==> config.mk <==
export PLATFORM = sky130hd
export DESIGN_NAME = cpc_div
export DESIGN_NICKNAME = d
export VERILOG_FILES = /design/src/sv/cpc_div.sv
export SDC_FILE = /design/constraint.sdc
export NUM_CORES = 2
export LEC_CHECK = 0
export BUFFER_PORTS_ARGS = -buffer_cell sky130_fd_sc_hd__buf_4
export CAP_MARGIN = 0
export CORE_MARGIN = 2
export CORE_UTILIZATION = 50
export CTS_CLUSTER_DIAMETER = 60
export DETAILED_ROUTE_END_ITERATION = 16
export GPL_TIMING_DRIVEN = 0
export PLACE_DENSITY_LB_ADDON = 0.08
export RECOVER_POWER = 50
export REMOVE_ABC_BUFFERS = 1
export SETUP_SLACK_MARGIN = 0.4
export SLEW_MARGIN = 25
export SYNTH_ARGS = -nofsm -noshare
export SYNTH_HDL_FRONTEND = slang
export SYNTH_SLANG_ARGS = --single-unit
==> constraint.sdc <==
create_clock -name i_clk -period 3.98 [get_ports i_clk]
set_clock_uncertainty 0.1 [all_clocks]
set_input_delay 0.199 -clock i_clk [delete_from_list [all_inputs] [get_ports i_clk]]
set_output_delay 0.199 -clock i_clk [all_outputs]
set_load 0.01 [all_outputs]
==> src/sv/cpc_div.sv <==
// cpc_div: pipelined restoring divider, one quotient bit per stage.
// Quotient must fit Q_W bits; carries a sideband word; no package dependency.
module cpc_div #(
    parameter int NUM_W  = 48,
    parameter int DEN_W  = 31,
    parameter int Q_W    = 17,
    parameter int PASS_W = 1
) (
    input  logic              i_clk,
    input  logic [NUM_W-1:0]  i_num,
    input  logic [DEN_W-1:0]  i_den,
    input  logic [PASS_W-1:0] i_pass,
    output logic [Q_W-1:0]    o_quo,
    output logic [PASS_W-1:0] o_pass
);

    logic [NUM_W-1:0]  r_rem [Q_W];
    logic [DEN_W-1:0]  r_den [Q_W];
    logic [Q_W-1:0]    r_q   [Q_W];
    logic [PASS_W-1:0] r_p   [Q_W];

    for (genvar s = 0; s < Q_W; s++) begin : g_stg
        localparam int K = Q_W - 1 - s;
        logic [NUM_W-1:0]  rem_in;
        logic [DEN_W-1:0]  den_in;
        logic [Q_W-1:0]    q_in;
        logic [PASS_W-1:0] p_in;
        logic [NUM_W-1:0]  sub;
        logic [NUM_W-1:0]  n_rem;
        logic [Q_W-1:0]    n_q;

        if (s == 0) begin : g_first
            assign rem_in = i_num;
            assign den_in = i_den;
            assign q_in   = '0;
            assign p_in   = i_pass;
        end else begin : g_next
            assign rem_in = r_rem[s-1];
            assign den_in = r_den[s-1];
            assign q_in   = r_q[s-1];
            assign p_in   = r_p[s-1];
        end

        assign sub = NUM_W'(den_in) << K;

        always_comb begin
            if (rem_in >= sub) begin
                n_rem = rem_in - sub;
                n_q   = q_in | (Q_W'(1) << K);
            end else begin
                n_rem = rem_in;
                n_q   = q_in;
            end
        end

        always_ff @(posedge i_clk) begin
            r_rem[s] <= n_rem;
            r_den[s] <= den_in;
            r_q[s]   <= n_q;
            r_p[s]   <= p_in;
        end
    end

    assign o_quo  = r_q[Q_W-1];
    assign o_pass = r_p[Q_W-1];

endmodule

Yosys cells after proc, flatten, opt, wreduce, memory -nomap -nowiden
Memory sizes are Yosys's and may differ from the RTL's.
Cells that the tools add are included.
W data, S select, Z words.
{"block": "totals", "memories": 4, "ramBits": 1649, "inputBits": 81, "output_inout_bits": 18, "ff_bits": 0}
{"block": "classes", "addsub": 17, "n_lt_le_gt_ge": 17, "mux": 34}
{"memory": "r_rem", "words": 17, "word_bits": 48, "rd": 16, "rd_clocked_by_memory_dff": 0, "write_ports": 17, "line_no": "17", "rtl": "logic [NUM_W-1:0] r_rem [Q_W];"}
{"memory": "r_den", "words": 17, "word_bits": 31, "rd": 16, "rd_clocked_by_memory_dff": 0, "write_ports": 17, "line_no": "18", "rtl": "logic [DEN_W-1:0] r_den [Q_W];"}
{"memory": "r_q", "words": 17, "word_bits": 17, "rd": 17, "rd_clocked_by_memory_dff": 0, "write_ports": 17, "line_no": "19", "rtl": "logic [Q_W-1:0] r_q [Q_W];"}
{"memory": "r_p", "words": 17, "word_bits": 1, "rd": 17, "rd_clocked_by_memory_dff": 0, "write_ports": 17, "line_no": "20", "rtl": "logic [PASS_W-1:0] r_p [Q_W];"}
{"operator": "$mux W48", "n": 17}
{"operator": "$ge A48 B31 Y1", "n": 1}
{"operator": "$ge A48 B32 Y1", "n": 1}
{"operator": "$ge A48 B33 Y1", "n": 1}
{"operator": "$ge A48 B34 Y1", "n": 1}
{"operator": "$ge A48 B35 Y1", "n": 1}
{"operator": "$ge A48 B36 Y1", "n": 1}
{"operator": "$ge A48 B37 Y1", "n": 1}
{"operator": "$ge A48 B38 Y1", "n": 1}
{"operator": "$ge A48 B39 Y1", "n": 1}
{"operator": "$ge A48 B40 Y1", "n": 1}
{"operator": "$ge A48 B41 Y1", "n": 1}
{"operator": "$ge A48 B42 Y1", "n": 1}
{"operator": "$ge A48 B43 Y1", "n": 1}
{"operator": "$ge A48 B44 Y1", "n": 1}
{"operator": "$ge A48 B45 Y1", "n": 1}
{"operator": "$ge A48 B46 Y1", "n": 1}
{"operator": "$ge A48 B47 Y1", "n": 1}
{"operator": "$sub A48 B31 Y48", "n": 1}
{"operator": "$sub A48 B32 Y48", "n": 1}
{"operator": "$sub A48 B33 Y48", "n": 1}
{"operator": "$sub A48 B34 Y48", "n": 1}
{"operator": "$sub A48 B35 Y48", "n": 1}
{"operator": "$sub A48 B36 Y48", "n": 1}
{"operator": "other kinds (28)", "n": 28}

Longest topological paths before layout
An unclocked memory read counts as a cell.
{"block": "logic_depth", "ltp_word": 3, "mapped_depth": 17}

Worst setup path after synthesis
OpenSTA, ideal clock, no wires.
{"block": "synth_timing", "path_type": "reg-to-reg", "startpoint": "memory r_rem[13][2] (netlist: r_rem[0][626])", "endpoint": "memory r_rem[14][38] (netlist: r_rem[0][710])", "period_less_slack_ps": 3248, "setup_time_ps": 119, "path_slack_ps": 732, "arrival_time_ps": 3029, "path_stages_with_launch": 15, "path_cell_list": "dfxtp_1 inv_1 ha_1 inv_1 fa_1 a211oi_1 o21ai_0 a21oi_1 a2bb2oi_1 o21ba_4 nor2_4 or2_2 a2111oi_4 nand3_1 xnor2_1"}
{"item": "from (decl)", "line_no": "17"}

==> impl_results.md <==
* Total power at 66000 uW
* Yosys top cell area share at 43.6%
* Fin area at 78600 um2
* Critical Path, Cell by Cell: inv_1 -> ha_1 -> a21o_1 -> a21o_1 -> or3_1 -> o211ai_1 -> a211oi_2 -> buf_4 -> or3_1 -> a41oi_2 -> o211ai_1 -> xnor2_1
* Final slew viol count at 0
* DRC Markers at 0
* Global-route wire length before repair at 250000 um
* # nets final at between 8000 and 9000
* Post-synth EDFFs at 0
* Share of layout cells above drive strength 1 at a little under an eighth
* Worst endpoint required time at 4.55 ns
* Type of origin of the critical path: flop
* Synth area leader: dfxtp_1
* Reg2reg end: r_rem[0][665]
* Area of the multi-input gates at 35500 um2
* Placed Area at 68700 um2
* Total Negative Setup Slacks at 0 ns
* Ports at 99
* Outcome: complete, but fails checks
* Dpl ws at -1.19 ns
* Placeable Area at approximately 130000 um2
* DRT iter0 DRCs at 2338
* HPWL Detailed at 118000 um
* Die width at 367 um
* Syn Std Cell Area at 65900 um2
* Via density at between 5 and 6
* Sequential element share of the synthesized area at 43.6%
* Failing checks: negative hold slack
* Lkg Pwr at 0.0351 uW
* FFs w/ async S/R, synth at 0%
* Total track usage at 22.6%
* CP top delay family: compound AO/OA/AOI/OAI gates
* CTS tree: built
* Crit. End Element: flop
* R2R depth at 12
* Worst-path maximum fanout at 5
* Unrepaired setup endpoints after global routing: yes
* Syn Inst Count at 7292
* Setup ws final at about 0.36 ns
* Slew HR at 28.1%
* Final setup vio count at 0
* FF+latch area at 28700 um2
* Initial antenna violation count at 0
* Max Cap Viol at 0
* Critical R2R Launch: r_den[0][379]
* Crit path largest cell delay at 0.53 ns
* Period utilization at 90.9%
* Syn Area/Cell at 9.03 um2
* Die H at 367 um
* Hold slack at -0.559 ns
* CP Buf/Inv Count at 2
* CTS Sinks at ~1400
* # port buffers at 98
* H-tree depth at 4
* CTS clk-pin slew, worst paths at 0.06 ns
* Critical-path top delay cell: o211ai_1
* Remaining Overflow, GRT at 0
* Hold Path Depth at 1
* Yosys warns at 0
* Synth Register Bits at 1434
* Cell Pwr Density at 840 nW/um2
* Count leader, synth: dfxtp_1
* Primary FF master, synth: dfxtp_1
* Row count at 133
* Max VDD drop at ~0.00041 V
* Commonest cells in the netlist: dfxtp_1 (1434), inv_1 (688), nand2_1 (612)
* Longest Clk Path Bufs at 3
* Post-DRT Antenna Nets at 0
* Vias in the first global route at 51593
* Hold path start: i_den[2]
* Fillers at around 11000
* CP Class: flop to flop
* Clk Latency, worst-skew pair at 0.80 ns
* Layout Cells excl Fill at 9541
* Hold_buf cts at ~130
* Number of distinct library cells after synthesis at 101
* First-pass detailed-route iteration total at 5
* Main area contributors after synthesis: dfxtp_1 (44%), ha_1 (10%), a21oi_1 (4.2%)
* CTS root buffer: clkbuf_16
* Worst EP arrival at around 4.2 ns
* Die ar. at 135000 um2
* Final hold vios at 6
* Number of cells on the critical path at 12
* Routed wire length at 156000 um
* Largest net degree at the start of global routing at 43
* Inst Count DP at 8989
* DR WL/cell at 16.4 um
* Placer Congestion at 0.949
* Initial core utilization at 50.2%
* CTS Buf Count at 159
* Minimum clock period at approximately 3.6 ns
* Worst-Margin Slew at 1.05 ns
* Hold path endpoint: r_den[0][2]
* HP Class: input port to flop
* Area growth syn-to-layout at 19.3%
* Register-to-register setup slack at 0.36 ns
* Via Count at between 50000 and 60000
* Fmax at 276 MHz
==> cell type report <==
class	instances	area share, %
Multi-Input combinational cell	4986	45.1
Antenna cell	1	0.00319
Sequential cell	1434	36.5
Clock inverter	76	1.60
Tap cell	1755	2.80
Inverter	692	3.39
Timing Repair Buffer	375	4.64
Clock buffer	222	5.90
==> worst reg2reg max path: stages, from the launching register on <==
cell and delay, ns:
dfxtp_1 0.33, inv_1 0.05, ha_1 0.34, a21o_1 0.19
a21o_1 0.19, or3_1 0.33, o211ai_1 0.53, a211oi_2 0.16
buf_4 0.18, or3_1 0.47, a41oi_2 0.34, o211ai_1 0.15
xnor2_1 0.15
==> worst max path at each step <==
stage,start,endpoint,slack [ns]
after detailed placement,r_den[0][373],r_rem[0][643],-1.19
after global routing,r_rem[0][579],r_rem[0][671],0.31
after CTS,r_den[0][379],r_rem[0][659],0.40
final,r_den[0][379],r_rem[0][665],0.36
after global placement,r_den[0][373],r_rem[0][643],-4.76
after floorplan,r_den[0][332],r_rem[0][572],-1.69
==> per-layer routing <==
metal	vias up	global-route usage [%]	wire [um]
li1	26110	-	-
met1	23395	21.0	56600
met2	1046	45.2	84700
met3	512	3.32	4590
met4	0	14.5	10400
met5	-	0	0
==> logic make-up (layout without fill, tap and decap cells) <==
family / Yosys count / after routing / synth area share [%]
buffers and inverters: 877 / 1365 / 5.10
AND/OR/NAND/NOR: 1854 / 1857 / 13.4
flip-flops: 1434 / 1434 / 43.6
XOR/XNOR: 544 / 544 / 7.23
AO/OA/AOI/OAI: 1971 / 1973 / 19.0
multiplexers: 69 / 69 / 1.17
other: 0 / 1 / 0
adder cells (fa/ha/maj): 543 / 543 / 10.5
==> state kept, by name, summed over array words and instances (netlist names) <==
signal  flops
r_den     496
r_p        17
r_q       153
r_rem     768
==> cell usage in the layout (no fill, tap or decap), types with 28 or more instances in the layout <==
cell type	count
a211oi_1	51
a21o_1	317
a21oi_1	533
a31oi_1	45
and3_1	44
buf_4	199
clkbuf_16	163
clkbuf_8	42
clkinv_2	28
dfxtp_1	1432
dlygate4sd3_1	132
ha_1	510
inv_1	680
mux2_2	61
nand2_1	610
nand2b_1	67
nand3_1	118
nand4_1	91
nor2_1	448
nor2b_1	68
nor3_1	107
nor4_1	66
o211ai_1	34
o21a_1	64
o21ai_0	474
o21bai_1	62
o31ai_1	44
or3_1	46
xnor2_1	279
xor2_1	265
==> per-stage QoR <==
| stage | hold WS (ns) | utilization (%) |
|---|---|---|
| after floorplan | 0.127 | - |
| after global placement | 0.204 | 51.9 |
| after detailed placement | 0.207 | 52.4 |
| after CTS | -0.664 | 58.9 |
| after global routing | -0.609 | 59.9 |
| final | -0.559 | 59.9 |
==> report_power, final <==
part | internal [uW] | switching (uW) | total [uW]
logic | 12900 | 16400 | 29300
registers | 18500 | 2440 | 21000
clock network | 9680 | 6030 | 15700
total | 41100 | 24900 | 66000
==> what timing repair did <==
action | 4_1_cts | 5_1_grt
endpoints found under the hold margin | 80 | 6
buffers inserted | 45 | 65
resized for setup | 188 | 167
setup endpoints to repair | 509 | 245
pin swaps | 48 | 85
cloned | 7 | 4
Note: power is estimated with default switching activity, not from simulation.
